### src/rtl/assert_macros.svh
// ---------------------------------------------------------------------------
// Assertion macros
// Shared concurrent assertion helpers for the NAL splitter RTL.
// ---------------------------------------------------------------------------
`ifndef ASSERT_MACROS_SVH
`define ASSERT_MACROS_SVH

// Property checked on every rising edge, held off while reset is asserted
`define ASSERT_CLK(label, clk, rst_n, prop, msg) \
	label: assert property (@(posedge clk) disable iff (!rst_n) (prop)) else $error(msg);

// Property that must not hold on any rising edge outside reset
`define ASSERT_NEVER(label, clk, rst_n, prop, msg) \
	label: assert property (@(posedge clk) disable iff (!rst_n) !(prop)) else $error(msg);

`endif

### src/rtl/anbs_pkg.sv
// ---------------------------------------------------------------------------
// anbs_pkg
// Types and constants shared by the Annex B NAL splitter modules.
// ---------------------------------------------------------------------------
package anbs_pkg;

	// Field widths of the result
	localparam int NAL_LEN_W   = 24;
	localparam int KIND_W      = 5;
	localparam int SC_LEN_W    = 3;
	localparam int NAL_IDX_W   = 4;
	localparam int TS_W        = 33;
	localparam int TS_INC_W    = 17;

	// Byte codes and NAL types
	localparam logic [7:0]        BYTE_ZERO     = 8'h00;
	localparam logic [7:0]        BYTE_ONE      = 8'h01;
	localparam logic [KIND_W-1:0] KIND_NON_IDR  = 5'd1;
	localparam logic [KIND_W-1:0] KIND_IDR      = 5'd5;
	localparam logic [KIND_W-1:0] KIND_NONE     = 5'd0;

	// Start code lengths
	localparam logic [SC_LEN_W-1:0] SC_LEN3 = 3'd3;
	localparam logic [SC_LEN_W-1:0] SC_LEN4 = 3'd4;

	// Zero-run tracker saturates at three
	localparam logic [1:0] ZRUN_TWO = 2'd2;
	localparam logic [1:0] ZRUN_MAX = 2'd3;

	// Timestamp increment after reset (one frame at 25 fps in 90 kHz ticks)
	localparam logic [TS_INC_W-1:0] TS_INC_RESET = 17'd3600;

	// Decoupling queue between scanner and frame tracker
	localparam int Q_DEPTH = 4;
	localparam int Q_PTR_W = 2;
	localparam int Q_CNT_W = 3;

	// Closed unit as seen by the scanner
	typedef struct packed {
		logic [NAL_LEN_W-1:0] len;
		logic                 clamped;
		logic [KIND_W-1:0]    kind;
		logic [SC_LEN_W-1:0]  sc_len;
		logic                 force_end;
	} unit_rec_t;

	// Full result record
	typedef struct packed {
		logic [TS_W-1:0]      timestamp;
		logic                 is_idr;
		logic                 has_pic;
		logic [NAL_IDX_W-1:0] index;
		logic [SC_LEN_W-1:0]  sc_len;
		logic [KIND_W-1:0]    kind;
		logic                 saturated;
		logic [NAL_LEN_W-1:0] len;
	} result_t;

endpackage

### src/rtl/anbs_front.sv
// ---------------------------------------------------------------------------
// anbs_front
// Start-code scanner: tracks zero runs, counts unit bytes and reports
// every closed unit as a record for the frame tracker.
// ---------------------------------------------------------------------------
`include "assert_macros.svh"

module anbs_front #(
	parameter int LENGTH_BITS = 24
) (
	input  logic                  clk,
	input  logic                  arst_n,
	input  logic                  accept,
	input  logic [7:0]            byte_in,
	input  logic                  eos,
	output logic                  push,
	output anbs_pkg::unit_rec_t   rec
);

	localparam int LW = (LENGTH_BITS > anbs_pkg::NAL_LEN_W) ? LENGTH_BITS : anbs_pkg::NAL_LEN_W;
	localparam logic [LENGTH_BITS-1:0] COUNT_MAX = '1;

	logic [1:0]                      zrun_q;
	logic                            inside_q;
	logic                            hdr_pend_q;
	logic [LENGTH_BITS-1:0]          count_q;
	logic                            clamped_q;
	logic [anbs_pkg::KIND_W-1:0]     kind_q;
	logic [anbs_pkg::SC_LEN_W-1:0]   sc_len_q;

	logic                            start;
	logic [anbs_pkg::SC_LEN_W-1:0]   code_len;
	logic [LENGTH_BITS-1:0]          count_inc;
	logic                            clamped_inc;
	logic [anbs_pkg::KIND_W-1:0]     kind_upd;
	logic [LENGTH_BITS-1:0]          len_raw;
	logic [LW-1:0]                   len_ext;
	logic [1:0]                      zrun_next;

	// Start code detection
	assign start    = (byte_in == anbs_pkg::BYTE_ONE) && (zrun_q >= anbs_pkg::ZRUN_TWO);
	assign code_len = (zrun_q == anbs_pkg::ZRUN_MAX) ? anbs_pkg::SC_LEN4 : anbs_pkg::SC_LEN3;

	// Byte count, clamp and header capture for an ordinary byte
	always_comb begin
		count_inc   = count_q;
		clamped_inc = clamped_q;
		kind_upd    = kind_q;
		if (inside_q) begin
			if (count_q == COUNT_MAX) begin
				clamped_inc = 1'b1;
			end else begin
				count_inc = count_q + LENGTH_BITS'(1);
			end
			if (hdr_pend_q) begin
				kind_upd = byte_in[anbs_pkg::KIND_W-1:0];
			end
		end
		if (byte_in == anbs_pkg::BYTE_ZERO) begin
			zrun_next = (zrun_q == anbs_pkg::ZRUN_MAX) ? anbs_pkg::ZRUN_MAX : zrun_q + 2'd1;
		end else begin
			zrun_next = 2'd0;
		end
	end

	// Closed unit record: a new start code closes the open unit, a start code
	// on the final byte with no unit open reports that empty unit, else the
	// end of the stream closes the open unit with this byte included
	always_comb begin
		rec.sc_len = sc_len_q;
		if (start && inside_q) begin
			len_raw       = count_q - LENGTH_BITS'(code_len - anbs_pkg::SC_LEN_W'(1));
			rec.clamped   = clamped_q;
			rec.kind      = kind_q;
		end else if (start) begin
			len_raw       = LENGTH_BITS'(code_len);
			rec.clamped   = 1'b0;
			rec.kind      = anbs_pkg::KIND_NONE;
			rec.sc_len    = code_len;
		end else begin
			len_raw       = count_inc;
			rec.clamped   = clamped_inc;
			rec.kind      = kind_upd;
		end
		if (rec.clamped) begin
			len_raw = COUNT_MAX;
		end
		len_ext       = LW'(len_raw);
		rec.len       = len_ext[anbs_pkg::NAL_LEN_W-1:0];
		rec.force_end = eos;
	end

	assign push = accept && (inside_q ? (start || eos) : (start && eos));

	// Scanner state
	always_ff @(posedge clk or negedge arst_n) begin
		if (!arst_n) begin
			zrun_q     <= 2'd0;
			inside_q   <= 1'b0;
			hdr_pend_q <= 1'b0;
			count_q    <= '0;
			clamped_q  <= 1'b0;
			kind_q     <= anbs_pkg::KIND_NONE;
			sc_len_q   <= '0;
		end else if (accept) begin
			if (eos) begin
				zrun_q     <= 2'd0;
				inside_q   <= 1'b0;
				hdr_pend_q <= 1'b0;
				count_q    <= '0;
				clamped_q  <= 1'b0;
				kind_q     <= anbs_pkg::KIND_NONE;
				sc_len_q   <= '0;
			end else if (start) begin
				zrun_q     <= 2'd0;
				inside_q   <= 1'b1;
				hdr_pend_q <= 1'b1;
				count_q    <= LENGTH_BITS'(code_len);
				clamped_q  <= 1'b0;
				kind_q     <= anbs_pkg::KIND_NONE;
				sc_len_q   <= code_len;
			end else begin
				zrun_q     <= zrun_next;
				count_q    <= count_inc;
				clamped_q  <= clamped_inc;
				kind_q     <= kind_upd;
				if (inside_q) begin
					hdr_pend_q <= 1'b0;
				end
			end
		end
	end

	// A reported unit always carries a real start code length
	`ASSERT_CLK(a_front_sc_len, clk, arst_n,
		push |-> (rec.sc_len == anbs_pkg::SC_LEN3 || rec.sc_len == anbs_pkg::SC_LEN4),
		"closed unit without a valid start code length")
	// An open unit is never shorter than its own start code
	`ASSERT_CLK(a_front_count, clk, arst_n,
		inside_q |-> (count_q >= LENGTH_BITS'(sc_len_q)),
		"unit byte count below its start code length")

endmodule

### src/rtl/anbs_queue.sv
// ---------------------------------------------------------------------------
// anbs_queue
// Small FIFO of closed-unit records between scanner and frame tracker.
// ---------------------------------------------------------------------------
`include "assert_macros.svh"

module anbs_queue (
	input  logic                 clk,
	input  logic                 arst_n,
	input  logic                 push,
	input  anbs_pkg::unit_rec_t  wdata,
	input  logic                 pop,
	output anbs_pkg::unit_rec_t  rdata,
	output logic                 full,
	output logic                 empty
);

	anbs_pkg::unit_rec_t                mem_q [anbs_pkg::Q_DEPTH];
	logic [anbs_pkg::Q_PTR_W-1:0]       wr_ptr_q;
	logic [anbs_pkg::Q_PTR_W-1:0]       rd_ptr_q;
	logic [anbs_pkg::Q_CNT_W-1:0]       cnt_q;

	assign full  = (cnt_q == anbs_pkg::Q_CNT_W'(anbs_pkg::Q_DEPTH));
	assign empty = (cnt_q == '0);
	assign rdata = mem_q[rd_ptr_q];

	// Storage
	always_ff @(posedge clk) begin
		if (push) begin
			mem_q[wr_ptr_q] <= wdata;
		end
	end

	// Pointers and fill level
	always_ff @(posedge clk or negedge arst_n) begin
		if (!arst_n) begin
			wr_ptr_q <= '0;
			rd_ptr_q <= '0;
			cnt_q    <= '0;
		end else begin
			if (push) begin
				wr_ptr_q <= wr_ptr_q + anbs_pkg::Q_PTR_W'(1);
			end
			if (pop) begin
				rd_ptr_q <= rd_ptr_q + anbs_pkg::Q_PTR_W'(1);
			end
			case ({push, pop})
				2'b10:   cnt_q <= cnt_q + anbs_pkg::Q_CNT_W'(1);
				2'b01:   cnt_q <= cnt_q - anbs_pkg::Q_CNT_W'(1);
				default: cnt_q <= cnt_q;
			endcase
		end
	end

	`ASSERT_NEVER(a_queue_overflow, clk, arst_n, push && full, "push into full queue")
	`ASSERT_NEVER(a_queue_underflow, clk, arst_n, pop && empty, "pop from empty queue")
	`ASSERT_CLK(a_queue_level, clk, arst_n,
		(cnt_q <= anbs_pkg::Q_CNT_W'(anbs_pkg::Q_DEPTH)) &&
		((cnt_q == '0 || cnt_q == anbs_pkg::Q_CNT_W'(anbs_pkg::Q_DEPTH)) ==
		(wr_ptr_q == rd_ptr_q)),
		"queue level disagrees with pointers")

endmodule

### src/rtl/anbs_back.sv
// ---------------------------------------------------------------------------
// anbs_back
// Frame tracker: numbers units within the frame, decides frame ends,
// runs the frame timestamp and holds the result register.
// ---------------------------------------------------------------------------
`include "assert_macros.svh"

module anbs_back #(
	parameter int MAX_NALS_PER_FRAME = 16
) (
	input  logic                                 clk,
	input  logic                                 arst_n,
	input  logic                                 cfg_we,
	input  logic [anbs_pkg::TS_INC_W-1:0]        cfg_inc,
	input  logic                                 q_empty,
	input  anbs_pkg::unit_rec_t                  q_rec,
	output logic                                 q_pop,
	output logic                                 res_valid,
	input  logic                                 res_ready,
	output anbs_pkg::result_t                    res,
	output logic                                 res_last
);

	localparam int IDX_W = (MAX_NALS_PER_FRAME > 1) ? $clog2(MAX_NALS_PER_FRAME) : 1;
	localparam int IW    = (IDX_W > anbs_pkg::NAL_IDX_W) ? IDX_W : anbs_pkg::NAL_IDX_W;
	localparam logic [IDX_W-1:0] IDX_LAST = IDX_W'(MAX_NALS_PER_FRAME - 1);

	logic [anbs_pkg::TS_INC_W-1:0] ts_inc_q;
	logic [IDX_W-1:0]              idx_q;
	logic [anbs_pkg::TS_W-1:0]     ts_q;
	logic                          valid_q;
	anbs_pkg::result_t             res_q;
	logic                          last_q;

	logic                          pic;
	logic                          fend;
	logic [IW-1:0]                 idx_ext;
	anbs_pkg::result_t             res_next;

	// Take a record whenever the result register is free or being drained
	assign q_pop = !q_empty && (!valid_q || res_ready);

	// Frame decision for the record at the queue head
	always_comb begin
		pic      = (q_rec.kind == anbs_pkg::KIND_NON_IDR) || (q_rec.kind == anbs_pkg::KIND_IDR);
		fend     = pic || q_rec.force_end || (idx_q == IDX_LAST);
		idx_ext  = IW'(idx_q);
		res_next.len       = q_rec.len;
		res_next.saturated = q_rec.clamped;
		res_next.kind      = q_rec.kind;
		res_next.sc_len    = q_rec.sc_len;
		res_next.index     = idx_ext[anbs_pkg::NAL_IDX_W-1:0];
		res_next.has_pic   = fend && pic;
		res_next.is_idr    = fend && (q_rec.kind == anbs_pkg::KIND_IDR);
		res_next.timestamp = ts_q;
	end

	// Frame counter, timestamp and increment register
	always_ff @(posedge clk or negedge arst_n) begin
		if (!arst_n) begin
			ts_inc_q <= anbs_pkg::TS_INC_RESET;
			idx_q    <= '0;
			ts_q     <= '0;
			valid_q  <= 1'b0;
		end else begin
			if (cfg_we) begin
				ts_inc_q <= cfg_inc;
			end
			if (q_pop) begin
				valid_q <= 1'b1;
				if (fend) begin
					idx_q <= '0;
					ts_q  <= ts_q + anbs_pkg::TS_W'(ts_inc_q);
				end else begin
					idx_q <= idx_q + IDX_W'(1);
				end
			end else if (res_ready) begin
				valid_q <= 1'b0;
			end
		end
	end

	// Result payload
	always_ff @(posedge clk) begin
		if (q_pop) begin
			res_q  <= res_next;
			last_q <= fend;
		end
	end

	// frame_end is carried separately as the last-of-frame mark
	assign res_valid = valid_q;
	assign res       = res_q;
	assign res_last  = last_q;

	`ASSERT_CLK(a_back_idr_pic, clk, arst_n, (valid_q && res_q.is_idr) |-> res_q.has_pic,
		"IDR frame flag without picture flag")
	`ASSERT_CLK(a_back_hold, clk, arst_n, (valid_q && !res_ready) |=> (valid_q && $stable(res_q)),
		"result register changed while stalled")

endmodule

### src/rtl/annexb_nal_splitter_core.sv
// ---------------------------------------------------------------------------
// annexb_nal_splitter_core
// H.264 Annex B start-code NAL unit splitter, one stream byte per cycle while the unit queue has room.
// ---------------------------------------------------------------------------
// The block takes one Annex B byte per cycle (tlast marks the last byte of the
// stream) and returns one request per NAL unit once the next start code or the
// end of the stream closes it: length with start code, type, start code
// length, position in the frame, frame flags and the frame's 33-bit timestamp.
// Bytes before the first start code are dropped. A byte is taken every cycle
// as long as the four-entry unit queue has room; the record of a closed unit
// passes through the unit queue and then the output register, which drains
// one request per cycle while m_axis_tready stays high. tlast on the output
// side marks the unit that closes a frame. The timestamp increment is written
// through the cfg channel, which is always ready, and must only be changed
// while the block is idle.
// ---------------------------------------------------------------------------
`include "assert_macros.svh"

module annexb_nal_splitter_core #(
	parameter int MAX_NALS_PER_FRAME = 16,
	parameter int LENGTH_BITS        = 24
) (
	input  logic        clk,
	input  logic        arst_n,
	// Configuration: timestamp increment
	input  logic        cfg_valid,
	output logic        cfg_ready,
	input  logic [16:0] cfg_data,
	// Byte stream in
	input  logic        s_axis_tvalid,
	output logic        s_axis_tready,
	input  logic [7:0]  s_axis_tdata,   // [7:0] byte_value
	input  logic        s_axis_tlast,   // end_of_stream
	// Unit reports out
	output logic        m_axis_tvalid,
	input  logic        m_axis_tready,
	output logic [71:0] m_axis_tdata,   // [23:0] nal_length, [24] length_saturated,
	                                    // [29:25] nal_kind, [32:30] start_code_length,
	                                    // [36:33] nal_index, [37] frame_has_picture,
	                                    // [38] is_idr_frame, [71:39] frame_timestamp
	output logic        m_axis_tlast    // frame_end
);

	logic                 accept;
	logic                 push;
	logic                 pop;
	logic                 q_full;
	logic                 q_empty;
	anbs_pkg::unit_rec_t  wrec;
	anbs_pkg::unit_rec_t  rrec;
	anbs_pkg::result_t    res;

	assign cfg_ready     = 1'b1;
	assign s_axis_tready = !q_full;
	assign accept        = s_axis_tvalid && s_axis_tready;

	// Scanner
	anbs_front #(
		.LENGTH_BITS (LENGTH_BITS)
	) u_front (
		.clk     (clk),
		.arst_n  (arst_n),
		.accept  (accept),
		.byte_in (s_axis_tdata),
		.eos     (s_axis_tlast),
		.push    (push),
		.rec     (wrec)
	);

	// Decoupling queue
	anbs_queue u_queue (
		.clk    (clk),
		.arst_n (arst_n),
		.push   (push),
		.wdata  (wrec),
		.pop    (pop),
		.rdata  (rrec),
		.full   (q_full),
		.empty  (q_empty)
	);

	// Frame tracker and result register; frame end travels beside the payload
	anbs_back #(
		.MAX_NALS_PER_FRAME (MAX_NALS_PER_FRAME)
	) u_back (
		.clk       (clk),
		.arst_n    (arst_n),
		.cfg_we    (cfg_valid && cfg_ready),
		.cfg_inc   (cfg_data),
		.q_empty   (q_empty),
		.q_rec     (rrec),
		.q_pop     (pop),
		.res_valid (m_axis_tvalid),
		.res_ready (m_axis_tready),
		.res       (res),
		.res_last  (m_axis_tlast)
	);

	assign m_axis_tdata = {res.timestamp, res.is_idr, res.has_pic, res.index,
	                       res.sc_len, res.kind, res.saturated, res.len};

	`ASSERT_CLK(a_top_pic_last, clk, arst_n,
		(m_axis_tvalid && res.has_pic) |-> m_axis_tlast,
		"picture flag on a unit that does not close its frame")

endmodule

### config.mk
export PLATFORM = sky130hd
export DESIGN_NAME = annexb_nal_splitter_core
export DESIGN_NICKNAME = d
export VERILOG_FILES = /design/src/rtl/anbs_pkg.sv /design/src/rtl/anbs_front.sv /design/src/rtl/anbs_queue.sv /design/src/rtl/anbs_back.sv /design/src/rtl/annexb_nal_splitter_core.sv
export VERILOG_INCLUDE_DIRS = /design/src /design/src/rtl
export SDC_FILE = /design/constraint.sdc
export NUM_CORES = 1
export LEC_CHECK = 0
export BUFFER_PORTS_ARGS = -buffer_cell sky130_fd_sc_hd__buf_4
export CORE_ASPECT_RATIO = 0.9
export CORE_UTILIZATION = 55
export CTS_CLUSTER_DIAMETER = 40
export CTS_CLUSTER_SIZE = 40
export DETAILED_ROUTE_END_ITERATION = 6
export GPL_TIMING_DRIVEN = 1
export PLACE_DENSITY_LB_ADDON = 0.1
export SYNTH_ARGS = -nofsm -noshare
export SYNTH_HDL_FRONTEND = slang
export SYNTH_SLANG_ARGS = --single-unit
### constraint.sdc
create_clock -name clk -period 4.6 [get_ports clk]
set_input_delay 0.23 -clock clk [delete_from_list [all_inputs] [get_ports clk]]
set_output_delay 0.23 -clock clk [all_outputs]
set_load 0.005 [all_outputs]
# --- Yosys cells after proc, flatten, opt, wreduce, memory -nomap -nowiden ---
# Memories as Yosys holds them, arrays and structs flattened.
# Cells that the tools add are included.
totals:
  in_bits: 31
  memories: 1
  register_bits: 172
  output_inout_bits: 76
  ram_bits: 136
mem_list:
  columns: ["memory", "words", "word_bits", "read_ports", "rd_clocked_by_memory_dff", "write_ports", "line", "text"]
  rows:
  - ["u_queue.mem_q", 4, 34, 1, 0, 1, "anbs_queue.sv:18", "anbs_pkg::unit_rec_t mem_q [anbs_pkg::Q_DEPTH];"]
op_classes:
  muxes: 36
  reduce_logical: 25
  n_eq_ne: 9
  n_addsub: 10
  order_cmp: 1
op_table:
  columns: ["op", "count"]
  rows:
  - ["$mux 24", 6]
  - ["$add 33x17->33", 1]
  - ["$add 24x1->24 const B", 1]
  - ["$eq 24x24->1 const B", 1]
  - ["$sub 24x24->24", 1]
  - ["$mux 5", 4]
  - ["$mux 1", 14]
  - ["$mux 3", 4]
  - ["$mux 6", 2]
  - ["$eq 8x1->1 const B", 1]
  - ["$logic_and 1x1->1", 8]
  - ["$logic_not 8->1", 1]
  - ["$mux 2", 4]
  - ["$add 2x1->2 const B", 3]
  - ["$pmux 3 s2", 1]
  - ["$reduce_and 2->1", 3]
  - ["$reduce_bool 2->1", 3]
  - ["$eq 5x1->1 const B", 1]
  - ["$eq 5x3->1 const B", 1]
  - ["$logic_or 1x1->1", 5]
  - ["$add 4x1->4 const B", 1]
  - ["$eq 2x2->1 const B", 2]
  - ["$eq 4x4->1 const B", 1]
  - ["$mux 4", 1]
  - ["9 further kinds", 11]

# --- Depth between registers and ports, before layout ---
logic_depth:
  word_depth: 7
  ltp_mapped: 13

# --- Modules after synthesis ---
# Synthesis repeated with hierarchy kept, for this count alone.
hier_totals:
  cells_unflattened: 1034
  hier_area_um2: 14077.3
modules_own_cells:
  columns: ["mod", "cells_per_inst", "area_each_um2", "seq_area_each_um2", "instances"]
  rows:
  - ["anbs_queue", 214, 5358.9, 4259.1, 1]
  - ["anbs_back", 378, 5256.3, 3573.4, 1]
  - ["anbs_front", 438, 3440.8, 925.9, 1]
  - ["annexb_nal_splitter_core", 4, 21.3, 0.0, 1]

# --- Worst setup path before layout ---
# OpenSTA, ideal clock, no wires.
synth_timing:
  kind: "register -> register"
  from: "register u_queue.cnt_q[0] (netlist name)"
  to: "register u_queue.cnt_q[1] (netlist name)"
  arrival_time_ps: 3342
  required_ps: 4475
  path_buffers: 0
  path_slack_ps: 1134
  setup_ps: 125
  path_stages_with_launch: 7
  period_less_slack_ps: 3466
  cell_sequence: "dfrtp_1 > nor3_1 > a21o_1 > inv_1 > ha_1 > fa_1 > mux2_2"
synth_between:
  word_cells_on_any_way: 13
synth_rtl:
  columns: ["element", "line", "text"]
  rows:
  - ["start, declared", "anbs_queue.sv:21", "logic [anbs_pkg::Q_CNT_W-1:0] cnt_q;"]
  - ["start signal, assigned", "anbs_queue.sv:48", "2'b10: cnt_q <= cnt_q + anbs_pkg::Q_CNT_W'(1);"]
  - ["start signal, assigned", "anbs_queue.sv:49", "2'b01: cnt_q <= cnt_q - anbs_pkg::Q_CNT_W'(1);"]
  - ["start signal, assigned", "anbs_queue.sv:50", "default: cnt_q <= cnt_q;"]
  - ["$logic_not 3->1 *", "anbs_queue.sv:24", "assign empty = (cnt_q == '0);"]
  - ["$logic_not 1->1 *", "anbs_back.sv:41", "assign q_pop = !q_empty && (!valid_q || res_ready);"]
  - ["$logic_and 1x1->1 *", "anbs_back.sv:41", null]
  - ["net pop", "annexb_nal_splitter_core.sv:46", "logic pop;"]
  - ["$eq 2x1->1 or $eq 2x2->1 (tied branches)", "anbs_queue.sv:47", "case ({push, pop})"]
  - ["$pmux 3 s2 or $reduce_bool 2->1 (tied branches)", null, null]
# Mark *: on every way through the listed nets, which the timed path passes. The rest lies on a longest branch.
# A chain may end at the register's enable or synchronous reset.

# --- Final worst setup path ---
layout_timing:
  from: "input s_axis_tdata[4]"
  to: "register u_queue.cnt_q[2] (netlist name)"
layout_between:
  elab_chain_len: 7
  word_cells_on_any_way: 10
layout_lines:
  columns: ["element", "line", "text"]
  rows:
  - ["start, declared", "annexb_nal_splitter_core.sv:32", "input logic [7:0] s_axis_tdata,"]
  - ["$eq 8x1->1 *", "anbs_front.sv:41", "assign start = (byte_in == anbs_pkg::BYTE_ONE) && (zrun_q >= anbs_pkg::ZRUN_TWO);"]
  - ["$logic_and 1x1->1 *", "anbs_front.sv:41", null]
  - ["$logic_and 1x1->1 or $logic_or 1x1->1 (tied branches)", "anbs_front.sv:93", "assign push = accept && (inside_q ? (start || eos) : (start && eos));"]
  - ["$mux 1 *", "anbs_front.sv:93", null]
  - ["$logic_and 1x1->1 *", "anbs_front.sv:93", null]
  - ["$eq 2x1->1 or $eq 2x2->1 (tied branches)", "anbs_queue.sv:47", null]
  - ["$pmux 3 s2 or $reduce_bool 2->1 (tied branches)", null, null]
# Every way passes the cells marked *; elsewhere a longest branch is shown, timed or not.

==> out/qor.csv <==
stage,metric,value,unit
cells_and_area,final std cells w/o fill,1431,
place,RePlAce Congestion,0.837,
critical_path,"Max FO, Critical Path",22,
cts,"Setup Fix Bufs, Post-CTS",0,
logic_synthesis,"Top FF cell, synth",edfxtp_1,
global_routing,largest net degree at the start of global routing,55,
drt,post-route ant nets,0,
cts,clk buf depth,3,
global_routing,first-pass GRT wire length,43600,um
global_routing,vias in the first global route,7983,
pwr,Worst VDD drop,0.307,mV
hold_path,worst hold endpoint,u_front.inside_q,
cells_and_area,Antenna Cells,0,
pwr,Leakage,6.27,nW
cells_and_area,design area,16200,um^2
logic_synthesis,"FF+latch count, synth",308,
logic_synthesis,Synth warnings,0,
hold_path,Hold WC Path Type,primary input to flip-flop,
timing,setup TNS,0,ns
critical_path,CP peak stage delay,0.54,ns
critical_path,largest delay contributor family on the critical path,simple AND/OR/NAND/NOR gates,
timing,Final Hold Vio Count,0,
floorplanning,Die W,168,um
critical_path,Reg2Reg Depth,6,
critical_path,worst reg2reg path startpoint,u_front.count_q[12],
hold_path,worst min-delay path startpoint,s_axis_tlast,
logic_synthesis,post-synthesis xor/xnor area fraction,4.89,%
cts,CTS tree,done,
logic_synthesis,sequential share of the synthesized area,64.3,%
logic_synthesis,Avg Inst Size Synth,14.1,um^2
critical_path,flop2flop setup slack,1.23,ns
hold_path,WHS Path Cells,2,
critical_path,critical path class,primary input to flip-flop,
run,Max-Cap Viols,0,
critical_path,crit path launch type,primary input,
cts,clock slew at reported path FFs,0.06,ns
critical_path,"Critical Path, Cell by Cell",dlygate4sd3_1 > buf_4 > or4_1 > nor4_1 > nand3_1 > buf_4 > nand2b_1 > nand2_1 > a21oi_1 > inv_1 > ha_1 > fa_1 > xnor2_1 > nor2_1 > xor2_1,
drt,Starting DRT DRC Count,515,
logic_synthesis,syn_nets,1024,
critical_path,Critical Path Sink Type,flip-flop,
timing,RSZ-0062 raised after global routing,false,
logic_synthesis,Compound-Gate Fraction of Synth Area,9.20,%
cts,total CTS buffers,37,
timing,slew of the pin with the lowest slew margin,0.992,ns
cts,post-CTS sizing,0,
drt,DRC viols,0,
floorplanning,initial cell density of the core,56.2,%
cells_and_area,Area growth syn-to-layout,18.9,%
floorplanning,DIE AREA,25400,um^2
place,IO buf count,105,
cts,"Clk Latency, worst-skew pair",0.51,ns
logic_synthesis,Synth cell types,63,
drt,vias,8351,
cells_and_area,"commonest non-fill, non-tap cell in the layout",edfxtp_1,
logic_synthesis,Post-Synth Simple-Gate Area,9.03,%
global_routing,initial antenna violation count,0,
pwr,PwrDens,521,nW/um^2
cts,Sink Count,308,
global_routing,grt ovf,0,
cells_and_area,most frequent cells in the layout,"edfxtp_1 (209), buf_4 (125), dfrtp_1 (94)",
drt,DRT Pass-1 Iters,5,
timing,Final Slew Violations,0,
logic_synthesis,Syn Inst Count,965,
cells_and_area,multi-input logic area,4550,um^2
critical_path,CP max-delay cell,dlygate4sd3_1,
cells_and_area,Layout fillers,1751,
cells_and_area,final net count,1153,
timing,final setup violation count,0,
status,status,completed,
critical_path,most frequent CP cell,buf_4,
timing,Rel. slew slack,32.1,%
critical_path,required time of the critical path,4.99,ns
floorplanning,I/O pin cnt,107,
critical_path,reg2reg end,u_queue.mem_q[3][17],
place,placed cell count,1339,
cells_and_area,proportion of layout cells with a drive suffix above 1,23.2,%
critical_path,critical path data arrival time,3.99,ns
timing,Max Freq,278,MHz
logic_synthesis,largest family of logic cells by synthesized area,compound AO/OA/AOI/OAI gates,
logic_synthesis,ys async rst share,32.1,%
timing,Fin Clk Skew,0.0184,ns
cts,root buffer cell,clkbuf_16,
cells_and_area,register area,8760,um^2
logic_synthesis,Post-synth EDFFs,209,
drt,drt via density,5.84,
critical_path,CP bufs+invs,4,
logic_synthesis,synthesized area,13600,um^2
drt,drt wl/cell,19.3,um
place,DP HPWL,17500,um
drt,final WL,27600,um
floorplanning,Std-Cell Rows,54,
timing,Tmin final,3.59,ns
place,DP Area,14700,um^2
global_routing,GRT Resource Usage Total,22.3,%
timing,Tcrit/Tclk final,78.1,%
floorplanning,die height,151,um
cts,hold bufs inserted after CTS,24,
logic_synthesis,Post-Synth Adder-Cell Area,2.68,%
floorplanning,core area,24300,um^2
logic_synthesis,mux contribution to synthesized area,7.60,%
cts,htree depth,2,
timing,Min Hold Slack,0.0755,ns
[through the flow]
stage	setup slack [ns]	utilization [%]	total power, mW
after detailed placement	1.06	60.6	5.58
after global routing	0.766	66.8	8.87
after global placement	1.16	60.6	5.55
final	1.01	66.8	8.44
after CTS	1.04	66.8	8.54
after floorplan	1.13	-	4.85
[cells by family after synthesis]
group	count (synthesis)
flip-flops	308
AND/OR/NAND/NOR	232
AO/OA/AOI/OAI	187
XOR/XNOR	76
buffers and inverters	75
multiplexers	58
adder cells (fa/ha/maj)	28
other	1
[per-layer routing]
| layer | wire length (um) | track usage [%] |
|---|---|---|
| met1 | 12900 | 32.7 |
| met2 | 12600 | 34.7 |
| met3 | 1600 | 3.55 |
| met4 | 533 | 6.56 |
| met5 | 0 | 0 |
[final cells by class]
type,count,area share (%)
Multi-Input combinational cell,582,28.1
Clock buffer,49,6.44
Sequential cell,308,54.1
Tap cell,308,2.38
Clock inverter,19,1.34
Inverter,16,0.378
Timing Repair Buffer,149,7.28
[Yosys cell counts, drive strengths merged (6+ instances only)]
cell type  instances  area share, %
xor2              43            2.8
o221ai            12           0.77
and3              10           0.46
dfrtp             95             17
o211ai             6           0.33
and2              10           0.46
inv               15           0.41
nor3              19           0.73
nor2              36           0.99
a22o              15           0.96
nand3             25           0.92
a31oi             10           0.46
nand2             75            2.1
mux2              23            1.9
o21ai             61            2.2
a22oi              8           0.44
a21o              10           0.55
nor4              14            1.0
clkbuf            41            1.1
xnor2             33            2.1
a21oi             28            1.0
mux4              34            5.6
ha                26            2.4
buf               18           0.71
o31ai             15           0.83
nor2b              8           0.37
nand4             11           0.51
edfxtp           209             46
[flip-flops by register name, indices dropped and copies added (netlist names), 4 cells and up]
signal	flops
u_back.idx_ext	4
u_back.res	72
u_back.ts_inc_q	17
u_back.ts_q	33
u_front.count_q	24
u_front.kind_q	5
u_queue.mem_q	136
[power by group]
group	total [mW]	switching (mW)	internal [mW]
clock network	2.92	1.13	1.80
logic	1.89	0.999	0.887
registers	3.64	0.218	3.42
[worst max-delay path by stage]
stage | startpoint | endpoint | slack, ns | cells after the start
global route | s_axis_tdata[4] | u_queue.cnt_q[2] | 0.77 | 15
detailed placement | s_axis_tdata[5] | u_queue.cnt_q[2] | 1.06 | 14
floorplan | u_queue.cnt_q[0] | u_queue.cnt_q[1] | 1.13 | 6
CTS | s_axis_tdata[4] | u_queue.cnt_q[2] | 1.04 | 15
global placement | s_axis_tdata[5] | u_queue.cnt_q[2] | 1.16 | 14
finish | s_axis_tdata[4] | u_queue.cnt_q[2] | 1.01 | 15
(Power assumes the default switching activity.)
